===== config.mk =====
export PLATFORM = sky130hd
export DESIGN_NAME = utf8_to_utf16_stream_decoder
export DESIGN_NICKNAME = d
export VERILOG_FILES = /design/src/u2u_pkg.sv /design/src/u2u_front.sv /design/src/u2u_queue.sv /design/src/u2u_back.sv /design/src/utf8_to_utf16_stream_decoder.sv
export SDC_FILE = /design/constraint.sdc
export NUM_CORES = 1
export LEC_CHECK = 0
export BUFFER_PORTS_ARGS = -buffer_cell sky130_fd_sc_hd__buf_2
export CAP_MARGIN = 20
export CORE_ASPECT_RATIO = 0.75
export CORE_MARGIN = 2
export CORE_UTILIZATION = 55
export CTS_BUF_LIST = sky130_fd_sc_hd__clkbuf_8
export DETAILED_ROUTE_END_ITERATION = 10
export PLACE_DENSITY_LB_ADDON = 0.3
export SETUP_SLACK_MARGIN = 0.5
export SLEW_MARGIN = 20
export SYNTH_ARGS = -nofsm -noshare
export SYNTH_HDL_FRONTEND = slang
export SYNTH_SLANG_ARGS = --single-unit

===== constraint.sdc =====
create_clock -name i_clk -period 7.1 [get_ports i_clk]
set_clock_uncertainty 0.1 [all_clocks]
set_input_delay 0 -clock i_clk [delete_from_list [all_inputs] [get_ports i_clk]]
set_output_delay 0 -clock i_clk [all_outputs]
set_load 0.01 [all_outputs]

===== src/u2u_pkg.sv =====
`default_nettype none

package u2u_pkg;

    localparam int QUEUE_DEPTH_DEF = 4;

    localparam logic [15:0] MAX_UNITS_RST = 16'hFFFF;
    localparam logic [20:0] SUPP_OFFSET   = 21'h10000;
    localparam logic [15:0] SURR_HIGH     = 16'hD800;
    localparam logic [15:0] SURR_LOW      = 16'hDC00;

    // register indexes on the configuration port
    localparam logic REG_MAX_UNITS = 1'b0;

    typedef enum logic [1:0] {
        ST_OK      = 2'd0,
        ST_TRUNC   = 2'd1,
        ST_INVALID = 2'd2,
        ST_LIMIT   = 2'd3
    } t_status;

    typedef struct packed {
        logic [7:0] in_byte;
        logic       last_byte;
    } t_in_item;

    typedef struct packed {
        logic [15:0] code_unit;
        logic        unit_valid;
        logic [1:0]  status;
        logic        run_end;
        logic        string_end;
    } t_out_item;

    // one decoded byte: up to two units, or a status-only end of string
    typedef struct packed {
        logic [15:0] unit0;
        logic [15:0] unit1;
        logic        has_unit;
        logic        two_units;
        t_status     status;
        logic        last;
    } t_qentry;

endpackage

`default_nettype wire


===== src/u2u_front.sv =====
`default_nettype none

module u2u_front
    import u2u_pkg::*;
(
    input  wire logic        i_clk,
    input  wire logic        i_rst_n,
    input  wire logic        i_accept,
    input  wire t_in_item    i_item,
    input  wire logic [15:0] i_max_units,
    output logic             o_push,
    output t_qentry          o_entry
);

    logic [1:0]  r_pending, n_pending;
    logic [1:0]  r_seq_len, n_seq_len;
    logic [20:0] r_accum,   n_accum;
    logic [15:0] r_units,   n_units;
    logic        r_halted,  n_halted;
    t_status     r_halt_st, n_halt_st;

    logic [1:0]  nu;
    logic [15:0] u0, u1;
    logic [20:0] cp;
    logic [7:0]  b;

    assign b = i_item.in_byte;

    always_comb begin
        n_pending = r_pending;
        n_seq_len = r_seq_len;
        n_accum   = r_accum;
        n_units   = r_units;
        n_halted  = r_halted;
        n_halt_st = r_halt_st;
        nu        = 2'd0;
        u0        = '0;
        u1        = '0;
        cp        = '0;

        if (!r_halted) begin
            if (r_pending != 2'd0) begin
                n_accum   = {r_accum[14:0], b[5:0]};
                n_pending = r_pending - 2'd1;
                if (r_pending == 2'd1) begin
                    if (r_seq_len == 2'd3) begin
                        cp = n_accum - SUPP_OFFSET;
                        u0 = SURR_HIGH | {6'b0, cp[19:10]};
                        u1 = SURR_LOW  | {6'b0, cp[9:0]};
                        nu = 2'd2;
                    end else begin
                        u0 = n_accum[15:0];
                        nu = 2'd1;
                    end
                end
            end else if (r_units >= i_max_units) begin
                n_halted  = 1'b1;
                n_halt_st = ST_LIMIT;
                n_pending = 2'd0;
            end else if (!b[7]) begin
                u0 = {8'h00, b};
                nu = 2'd1;
            end else if (b[7:5] == 3'b110) begin
                n_accum   = {16'b0, b[4:0]};
                n_pending = 2'd1;
                n_seq_len = 2'd1;
            end else if (b[7:4] == 4'b1110) begin
                n_accum   = {17'b0, b[3:0]};
                n_pending = 2'd2;
                n_seq_len = 2'd2;
            end else if (b[7:3] == 5'b11110) begin
                n_accum   = {18'b0, b[2:0]};
                n_pending = 2'd3;
                n_seq_len = 2'd3;
            end else begin
                n_halted  = 1'b1;
                n_halt_st = ST_INVALID;
                n_pending = 2'd0;
            end

            // a unit or pair that would pass the limit is dropped whole
            if (nu != 2'd0) begin
                if (({1'b0, r_units} + {15'b0, nu}) > {1'b0, i_max_units}) begin
                    nu        = 2'd0;
                    n_halted  = 1'b1;
                    n_halt_st = ST_LIMIT;
                    n_pending = 2'd0;
                end else begin
                    n_units = r_units + {14'b0, nu};
                end
            end
        end

        o_entry.unit0     = u0;
        o_entry.unit1     = u1;
        o_entry.has_unit  = (nu != 2'd0);
        o_entry.two_units = (nu == 2'd2);
        o_entry.last      = i_item.last_byte;
        if (nu != 2'd0) begin
            o_entry.status = ST_OK;
        end else if (n_halted) begin
            o_entry.status = n_halt_st;
        end else if (n_pending != 2'd0) begin
            o_entry.status = ST_TRUNC;
        end else begin
            o_entry.status = ST_OK;
        end

        o_push = i_accept && ((nu != 2'd0) || i_item.last_byte);

        if (i_item.last_byte) begin
            n_pending = 2'd0;
            n_seq_len = 2'd0;
            n_accum   = '0;
            n_units   = '0;
            n_halted  = 1'b0;
            n_halt_st = ST_OK;
        end
    end

    always_ff @(posedge i_clk) begin
        if (!i_rst_n) begin
            r_pending <= 2'd0;
            r_seq_len <= 2'd0;
            r_accum   <= '0;
            r_units   <= '0;
            r_halted  <= 1'b0;
            r_halt_st <= ST_OK;
        end else if (i_accept) begin
            r_pending <= n_pending;
            r_seq_len <= n_seq_len;
            r_accum   <= n_accum;
            r_units   <= n_units;
            r_halted  <= n_halted;
            r_halt_st <= n_halt_st;
        end
    end

endmodule

`default_nettype wire


===== src/u2u_queue.sv =====
`default_nettype none

module u2u_queue
    import u2u_pkg::*;
#(
    parameter int DEPTH = QUEUE_DEPTH_DEF
) (
    input  wire logic    i_clk,
    input  wire logic    i_rst_n,
    input  wire logic    i_push,
    input  wire t_qentry i_entry,
    output logic         o_full,
    input  wire logic    i_pop,
    output t_qentry      o_head,
    output logic         o_empty
);

    localparam int AW = (DEPTH > 1) ? $clog2(DEPTH) : 1;
    localparam int CW = $clog2(DEPTH + 1);
    localparam logic [AW-1:0] LAST_IDX = AW'(DEPTH - 1);
    localparam logic [CW-1:0] FULL_CNT = CW'(DEPTH);

    t_qentry       r_mem [DEPTH];
    logic [AW-1:0] r_wr_ptr, r_rd_ptr;
    logic [CW-1:0] r_count;
    logic          do_push, do_pop;

    assign o_full  = (r_count == FULL_CNT);
    assign o_empty = (r_count == '0);
    assign o_head  = r_mem[r_rd_ptr];
    assign do_push = i_push && !o_full;
    assign do_pop  = i_pop && !o_empty;

    always_ff @(posedge i_clk) begin
        if (do_push) begin
            r_mem[r_wr_ptr] <= i_entry;
        end
    end

    always_ff @(posedge i_clk) begin
        if (!i_rst_n) begin
            r_wr_ptr <= '0;
            r_rd_ptr <= '0;
            r_count  <= '0;
        end else begin
            if (do_push) begin
                r_wr_ptr <= (r_wr_ptr == LAST_IDX) ? '0 : r_wr_ptr + 1'b1;
            end
            if (do_pop) begin
                r_rd_ptr <= (r_rd_ptr == LAST_IDX) ? '0 : r_rd_ptr + 1'b1;
            end
            if (do_push && !do_pop) begin
                r_count <= r_count + 1'b1;
            end else if (do_pop && !do_push) begin
                r_count <= r_count - 1'b1;
            end
        end
    end

endmodule

`default_nettype wire


===== src/u2u_back.sv =====
`default_nettype none

module u2u_back
    import u2u_pkg::*;
(
    input  wire logic    i_clk,
    input  wire logic    i_rst_n,
    input  wire t_qentry i_head,
    input  wire logic    i_q_empty,
    output logic         o_q_pop,
    input  wire logic    i_pop,
    output logic         o_empty,
    output t_out_item    o_item
);

    logic      r_out_valid;
    logic      r_half;
    t_out_item r_out, n_out;
    logic      load, take, is_pair;

    assign load    = !r_out_valid || i_pop;
    assign take    = load && !i_q_empty;
    assign is_pair = i_head.has_unit && i_head.two_units;
    assign o_q_pop = take && (!is_pair || r_half);
    assign o_empty = !r_out_valid;
    assign o_item  = r_out;

    always_comb begin
        if (!i_head.has_unit) begin
            n_out.code_unit  = '0;
            n_out.unit_valid = 1'b0;
            n_out.status     = i_head.status;
            n_out.run_end    = 1'b1;
            n_out.string_end = 1'b1;
        end else if (r_half) begin
            n_out.code_unit  = i_head.unit1;
            n_out.unit_valid = 1'b1;
            n_out.status     = ST_OK;
            n_out.run_end    = 1'b1;
            n_out.string_end = i_head.last;
        end else begin
            n_out.code_unit  = i_head.unit0;
            n_out.unit_valid = 1'b1;
            n_out.status     = ST_OK;
            n_out.run_end    = !i_head.two_units;
            n_out.string_end = i_head.last && !i_head.two_units;
        end
    end

    always_ff @(posedge i_clk) begin
        if (take) begin
            r_out <= n_out;
        end
    end

    always_ff @(posedge i_clk) begin
        if (!i_rst_n) begin
            r_out_valid <= 1'b0;
            r_half      <= 1'b0;
        end else begin
            if (load) begin
                r_out_valid <= !i_q_empty;
            end
            if (take) begin
                r_half <= is_pair && !r_half;
            end
        end
    end

endmodule

`default_nettype wire


===== src/utf8_to_utf16_stream_decoder.sv =====
// path: an accepted byte is decoded combinationally, written into the queue, then loaded into the result register
// throughput: one byte per cycle on the input while full is low; one result per cycle on the output
//   while pop is held, so a surrogate pair takes two results and the queue absorbs it
// reset: synchronous, active low; clears decode state, empties the queue and the result register,
//   and sets max_units to 65535
`default_nettype none

module utf8_to_utf16_stream_decoder
    import u2u_pkg::*;
#(
    parameter int QUEUE_DEPTH = QUEUE_DEPTH_DEF
) (
    input  wire logic        i_clk,
    input  wire logic        i_rst_n,
    // byte input, queue style
    input  wire logic        push,
    output logic             full,
    input  wire t_in_item    i_in_item,
    // result output, queue style
    output logic             empty,
    input  wire logic        pop,
    output t_out_item        o_out_item,
    // configuration port
    input  wire logic        psel,
    input  wire logic        penable,
    input  wire logic        pwrite,
    input  wire logic [2:0]  paddr,
    input  wire logic [31:0] pwdata,
    output logic [31:0]      prdata,
    output logic             pready
);

    logic [15:0] r_max_units;
    logic        cfg_write;
    logic        accept;
    logic        q_push, q_pop, q_full, q_empty;
    t_qentry     q_entry, q_head;

    // register index is the word address; only max_units exists
    assign pready    = 1'b1;
    assign cfg_write = psel && penable && pwrite && pready;

    always_ff @(posedge i_clk) begin
        if (!i_rst_n) begin
            r_max_units <= MAX_UNITS_RST;
        end else if (cfg_write && (paddr[2] == REG_MAX_UNITS)) begin
            r_max_units <= pwdata[15:0];
        end
    end

    assign prdata = (paddr[2] == REG_MAX_UNITS) ? {16'b0, r_max_units} : '0;

    // a byte is taken whenever the queue has room, even while a result waits
    assign full   = q_full;
    assign accept = push && !q_full;

    // front: per-byte decode, string state, limit and status checks
    u2u_front u_front (
        .i_clk       (i_clk),
        .i_rst_n     (i_rst_n),
        .i_accept    (accept),
        .i_item      (i_in_item),
        .i_max_units (r_max_units),
        .o_push      (q_push),
        .o_entry     (q_entry)
    );

    // short queue of decoded requests between front and back
    u2u_queue #(
        .DEPTH (QUEUE_DEPTH)
    ) u_queue (
        .i_clk   (i_clk),
        .i_rst_n (i_rst_n),
        .i_push  (q_push),
        .i_entry (q_entry),
        .o_full  (q_full),
        .i_pop   (q_pop),
        .o_head  (q_head),
        .o_empty (q_empty)
    );

    // back: splits surrogate pairs into single results, holds the result register
    u2u_back u_back (
        .i_clk     (i_clk),
        .i_rst_n   (i_rst_n),
        .i_head    (q_head),
        .i_q_empty (q_empty),
        .o_q_pop   (q_pop),
        .i_pop     (pop),
        .o_empty   (empty),
        .o_item    (o_out_item)
    );

endmodule

`default_nettype wire


# Yosys cells after proc, flatten, opt, wreduce, memory -nomap -nowiden
# Memory sizes are Yosys's and may differ from the RTL's. A register that Yosys moved wholly into a read port is not among the register bits.
# Index checks and enable logic that the tools add are counted.
# op_classes
n_addsub,8
multipliers,0
div,0
order_cmp,2
eq_ne,14
shift,0
muxes,83
n_bitwise,2
reduce_logical,40
# ops
cell,count
$mux W16,14
$mux W14,8
$mux W2,42
$mux W21,1
$sub A20 B17 Y20 const B,1
$add A16 B2 Y17,1
$gt A17 B16 Y1,1
$add A16 B2 Y16,1
$ge A16 B16 Y1,1
$logic_and A1 B1 Y1,14
$mux W1,14
$reduce_bool A2 Y1,7
$eq A2 B2 Y1 const B,4
$logic_not A1 Y1,8
$ne A2 B2 Y1 const B,4
$mux W7,1
$eq A3 B3 Y1 const B,2
$mux W3,2
$reduce_and A6 Y1,1
$eq A5 B5 Y1 const B,1
$reduce_and A5 Y1,1
$reduce_bool A5 Y1,1
$add A2 B1 Y2 const B,2
$eq A4 B4 Y1 const B,1
other kinds (13),16
# word_totals
register_bits,83
latch_bits,0
ram_bits,148
romBits,0
input_bits,51
out_inout_bits,56
memories,1
# mem_list
name,depth,width,read_ports,rd_ports_with_merged_regs,write_ports,line,text
u_queue.r_mem,4,37,1,1,1,u2u_queue.sv:23,t_qentry r_mem [DEPTH];

# Depth between registers and ports, before layout
# depth
depth_word,18
mapped_depth,29
mapped_depth_nobuf,29

# Modules after synthesis
# A second synthesis with hierarchy kept.
# hier_totals
cells_unflattened,829
area_unflattened_um2,11111.9
# by_module_without_submodules
mod,n_inst,cells_per_inst,area_each_um2,seq_area_each_um2
u2u_queue,1,244,5875.6,4624.4
u2u_front,1,404,3193.1,740.7
u2u_back,1,74,1049.8,670.6
utf8_to_utf16_stream_decoder,1,107,993.5,320.3

# Least setup slack after synthesis
# OpenSTA, ideal clock, no wires.
# synth_path
path_kind,flip-flop to flip-flop
from,register r_max_units[2]
to,register u_queue.r_count[2]
arrival_time_ns,6.615
path_slack_ns,0.309
path_stages_with_launch,30
cell_sequence,dfxtp_1 inv_1 ha_1 a21o_1 a31oi_1 o21ai_1 a2111o_1 o31ai_2 and2_1 ha_1 inv_1 fa_1 or3b_2 nor2_1 nand4_1 xnor2_1 ha_1 nand3_1 nor2_1 or4_1 a2111o_1 nand2_1 a31oi_1 inv_2 ha_1 inv_1 fa_1 xor2_1 or3_1 a21boi_0
# synth_via
elab_chain_len,16
elab_cells_between_ends,19
# synth_lines
item,line,text
start: declaration,utf8_to_utf16_stream_decoder.sv:33,logic [15:0] r_max_units;
start signal: assignment,utf8_to_utf16_stream_decoder.sv:47,r_max_units <= pwdata[15:0];
$ge A16 B16 Y1,u2u_front.sv:56,end else if (r_units >= i_max_units) begin
$mux W2,u2u_front.sv:56,
$mux W2,u2u_front.sv:42,if (r_pending != 2'd0) begin
$mux W2,u2u_front.sv:41,if (!r_halted) begin
$add A16 B2 Y17,u2u_front.sv:83,"if (({1'b0, r_units} + {15'b0, nu}) > {1'b0, i_max_units}) begin"
$gt A17 B16 Y1,u2u_front.sv:83,
$mux W2,u2u_front.sv:83,
$mux W2 *,u2u_front.sv:82,if (nu != 2'd0) begin
$mux W2 *,u2u_front.sv:41,
$reduce_bool A2 Y1 *,u2u_front.sv:109,o_push = i_accept && ((nu != 2'd0) || i_item.last_byte);
$logic_or A1 B1 Y1 *,u2u_front.sv:109,
$logic_and A1 B1 Y1 *,u2u_front.sv:109,
$logic_and A1 B1 Y1 *,u2u_queue.sv:31,assign do_push = i_push && !o_full;
named net u_queue.do_push,u2u_queue.sv:26,"logic do_push, do_pop;"
$logic_not A1 Y1,u2u_queue.sv:54,end else if (do_pop && !do_push) begin
$logic_and A1 B1 Y1,u2u_queue.sv:54,
$reduce_bool A2 Y1 (no line),--,
end signal: assignment,u2u_queue.sv:53,r_count <= r_count + 1'b1;
end signal: assignment,u2u_queue.sv:55,r_count <= r_count - 1'b1;
end: declaration,u2u_queue.sv:25,logic [CW-1:0] r_count;
# Mark *: on every way through the listed nets, which the timed path passes. The rest lies on a longest branch. The select of a mux whose other input is x is not followed.
# A chain may end at the register's enable or synchronous reset.

# Worst setup path after layout
# layout_path
from,register u_front.r_units[2]
to,register u_queue.r_count[2]
# layout_via
elab_chain_len,16
elab_cells_between_ends,19
# layout_lines
item,line,text
start: declaration,u2u_front.sv:18,"logic [15:0] r_units, n_units;"
start signal: assignment,u2u_front.sv:133,r_units <= n_units;
$ge A16 B16 Y1,u2u_front.sv:56,
$mux W2,u2u_front.sv:56,
$mux W2,u2u_front.sv:42,
$mux W2,u2u_front.sv:41,
$add A16 B2 Y17,u2u_front.sv:83,
$gt A17 B16 Y1,u2u_front.sv:83,
$mux W2,u2u_front.sv:83,
$mux W2 *,u2u_front.sv:82,
$mux W2 *,u2u_front.sv:41,
$reduce_bool A2 Y1 *,u2u_front.sv:109,
$logic_or A1 B1 Y1 *,u2u_front.sv:109,
$logic_and A1 B1 Y1 *,u2u_front.sv:109,
$logic_and A1 B1 Y1 *,u2u_queue.sv:31,
named net u_queue.do_push,u2u_queue.sv:26,
$logic_not A1 Y1,u2u_queue.sv:54,
$logic_and A1 B1 Y1,u2u_queue.sv:54,
$reduce_bool A2 Y1 (no line),--,
# Marked as above.

==> impl_summary.txt <==
----------------------------------------------------
[Global route]
  Met1 Track Usage GR ... 0.354
  Total congestion overflow ... 0
  Global-route track usage on met2 ... 0.352
  Number of global-route vias before repair ... 6489
  First-pass GRT wire length ... 34900 µm
  Pin count of the biggest net entering global routing ... 70
  Number of antenna violations at the first check in global routing ... 0
  Global Route Usage Sum ... 0.234
  Most used routing layer in global routing ... met1
  Met3 global-route usage ... 0.0408

[Logic synthesis]
  FF+latch count, synth ... 213
  Async set-or-reset flop fraction in the synthesized netlist ... 0
  Total of warnings raised by yosys ... 0
  Post-synthesis instance area ... 9910 µm²
  Area share of the largest cell type after synthesis ... 0.451
  Post-synthesis instance total ... 809
  Biggest area consumer among synthesized cells ... edfxtp_1
  Distinct cell type count after synthesis ... 63
  Top_reg_cell synth ... edfxtp_1
  Share of synthesized area occupied by flip-flops and latches ... 0.581
  Biggest area contributors in the synthesized netlist ... edfxtp_1, dfxtp_1, mux4_2, ha_1, nand2_1
  Number of enable-type register cells in the synthesized netlist ... 149
  Mean instance size in the synthesized netlist ... 12.3 µm²

[Power and ir drop]
  Total power ... 3270 µW
  Pwr Density ... 278 nW/µm²
  Worst IR drop on VDD ... 0.192 mV
  Leakage power ... 0.00457 µW

[Place]
  Count of buffers from port buffering ... 71
  Number of instances in the placed design ... 1098
  Post-detailed-placement half-perimeter wirelength ... 13900 µm
  Final Wtd Congestion ... 0.865

[Worst hold path]
  Hold Path Sink ... r_max_units[8]
  Hold Crit Depth ... 3
  Hold WC Path Type ... in2reg
  Startpoint of the lowest-slack hold path ... i_rst_n

[Critical path]
  Slowest stage delay, CP ... 0.48 ns
  Crit-path slowest cell ... or4_4
  Slack of the worst reg-to-reg path ... 0.67 ns
  Reg-to-reg critical path endpoint ... u_queue.r_count[2]
  Highest fanout seen on the critical path ... 2
  Category of the critical setup timing path ... reg2reg
  Required @ worst endpoint ... 7.45 ns
  R2R depth ... 28
  Crit path capture type ... flip-flop
  Critical path arrival ... 6.78 ns
  Source of the worst register-to-register timing path ... u_front.r_units[2]
  Critical path launch point type ... flip-flop

[Routing]
  Via count ... 6781
  Residual DRC ... 0
  Final routed wire length divided by cell count ... 18.5 µm
  Drt pass-1 iters ... 5
  DR iter-0 viols ... 676
  Antenna viol nets, final ... 0
  Vias per inst ... 5.61
  Final wirelength ... 22300 µm

[CTS]
  Clock sinks ... 213
  Clock latency on the worst-skew pair ... 0.52 ns
  Clock tree from TritonCTS ... yes
  Root cell of the clock tree ... clkbuf_8
  Bufs on Longest Clock Path ... 3
  CTS Buf Count ... 34
  Number of H-tree levels ... 2
  Reg clk slew, reported paths ... 0.06 ns

[Finish]
  Fin cells ... 1208
  Diode count ... 0
  NumNets Final ... 1038
  Layout cell share with drive strength beyond 1 ... 0.220
  Area growth syn-to-layout ... 18.5%

[Timing]
  Sum Neg Setup Slack ... 0 ns
  Final clock period utilization by the worst path ... 0.906
  Hold slack ... 0.0147 ns
  Final count of hold timing violations ... 0
  Final setup viols ... 0
  Final count of pins violating max slew ... 0
  Fmax achieved ... 0.156 GHz
  Tightest slew margin relative to the limit ... 0.367
  Final worst path period need ... 6.43 ns
  Slew @ Worst Pin ... 0.947 ns
  Setup repair after global routing missed its margin ... false

[Floorplan]
  Top-Level Pins ... 107
  Die area ... 19100 µm²
  CORE AREA ... 17700 µm²
  Die Y-Extent ... 120 µm
  Number of core rows ... 42
  Starting density of the core ... 0.562
  Horizontal die dimension ... 159 µm

[Status]
  Status ... completed

[Run]
  Max_cap viols ... 0

----------------------------------------------------
## cells by family (layout without fill, tap and decap cells)
logic type      count (synthesis)  in the layout  synth area share
buf+inv                       103            245            0.0457
simple gates                  263            263             0.129
mux                            53             53            0.0928
xor+xnor                       18             18            0.0159
other cells                     2             17          0.000757
flops                         213            213             0.581
compound gates                114            114            0.0793
fa+ha+maj                      43             43            0.0558
## critical path: cells and delay by family (launching register included)
| family | cells | cell delay [ns] |
|---|---|---|
| buffers and inverters | 3 | 0.23 |
| DFF | 1 | 0.37 |
| adders and majority gates | 6 | 1.52 |
| and+or+nand+nor | 8 | 1.86 |
| xor gates and xnor gates | 2 | 0.36 |
| AOI/OAI and AO/OA | 9 | 1.91 |
## synthesized netlist by cell type, types with 3 or more instances
cell	count
a22oi_1	9
and3_1	5
o211ai_1	16
buf_4	17
nand2b_1	4
or4_1	4
buf_1	4
and2_1	22
clkbuf_1	33
nor3_1	10
o21ai_0	12
nor2_1	49
nand3_1	22
nor4_1	3
nand3b_1	3
ha_1	41
o21a_1	3
or3b_2	4
edfxtp_1	149
o22ai_1	3
inv_1	46
dfxtp_1	64
mux2i_1	21
a21oi_1	29
xor2_1	8
a211oi_1	4
xnor2_1	10
mux4_2	31
a21boi_0	4
a22o_1	6
nor2b_1	17
a21boi_1	4
nand4_1	7
a21o_1	4
nand2_1	99
## per-layer routing
metal,wire length [µm],share of wire
met1,10300,0.46
met2,9890,0.44
met3,1640,0.074
met4,446,0.020
met5,0,0
## worst max path at each step
stage / start / to / slack [ns] / depth (start not counted)
floorplan: r_max_units[2] / u_queue.r_count[2] / 0.58 / 29
global placement: r_max_units[2] / u_queue.r_count[2] / 0.44 / 29
detailed placement: r_max_units[2] / u_queue.r_count[2] / 0.34 / 29
CTS: r_max_units[2] / u_queue.r_count[2] / 0.53 / 29
global route: r_max_units[2] / u_queue.r_count[2] / 0.45 / 29
finish: u_front.r_units[2] / u_queue.r_count[2] / 0.67 / 28
## final cells by class
| type | instances | area [µm²] |
|---|---|---|
| fill | 1290 | 5910 |
| sequential | 213 | 5760 |
| multi-input combinational | 508 | 3900 |
| timing repair buffer | 140 | 1020 |
| clock buffer | 35 | 482 |
| tap | 242 | 303 |
| inverter | 47 | 176 |
| clock inverter | 23 | 105 |
## report_power, final
group | total [µW] | internal (µW) | switching, µW | leakage, µW
Combinational | 765 | 335 | 430 | 0.00235
Sequential | 1580 | 1520 | 55.0 | 0.00188
Clock | 924 | 459 | 465 | 0.000340
## metrics by stage
step / util / setup slack (ns) / instance area, µm²
6_report: 0.665 / 0.669 / 11700
5_1_grt: 0.665 / 0.452 / 11700
4_1_cts: 0.658 / 0.527 / 11600
3_5_place_dp: 0.598 / 0.340 / 10600
3_3_place_gp: 0.598 / 0.438 / 10600
2_1_floorplan: - / 0.580 / 9990
## sequential cells by signal, summed over array words and instances, names as in the netlist, named ones only
signal,count
u_queue.r_wr_ptr,2
u_front.r_pending,2
u_front.r_seq_len,2
u_queue.r_rd_ptr,2
u_front.r_halt_st,2
u_front.r_halted,1
u_queue.r_mem,128
u_front.r_accum,14
u_back.r_out_valid,1
u_back.o_item,21
u_front.r_units,16
u_back.r_half,1
u_queue.r_count,3
r_max_units,16
## cells in the final DEF, fill, tap and decap left out, types with 5 or more instances in the layout
| master | n |
|---|---|
| nand3_1 | 21 |
| nor2_1 | 47 |
| and2_1 | 21 |
| xnor2_1 | 9 |
| dlygate4sd3_1 | 37 |
| a22o_1 | 6 |
| a22oi_1 | 9 |
| dfxtp_1 | 58 |
| nand4_1 | 7 |
| nand2_1 | 98 |
| xor2_1 | 8 |
| buf_4 | 28 |
| a21oi_1 | 27 |
| ha_1 | 35 |
| ha_4 | 5 |
| nor2b_1 | 17 |
| inv_1 | 56 |
| clkbuf_8 | 35 |
| a21boi_1 | 5 |
| and3_1 | 5 |
| o211ai_1 | 16 |
| nor3_1 | 10 |
| mux4_2 | 31 |
| edfxtp_1 | 149 |
| buf_2 | 71 |
| dfxtp_2 | 6 |
| conb_1 | 17 |
| o21ai_0 | 12 |
| mux2i_1 | 21 |
## repair_timing
action / in CTS / in global routing
hold buffers: 37 / 0
buffers inserted: 8 / 7
resized for setup: 8 / 18
setup endpoints to repair: 1 / 2
cloned: 0 / 0
endpoints found under the hold margin: 84 / 0
pin swaps: 12 / 17
Power figures use the tool's default switching activity.
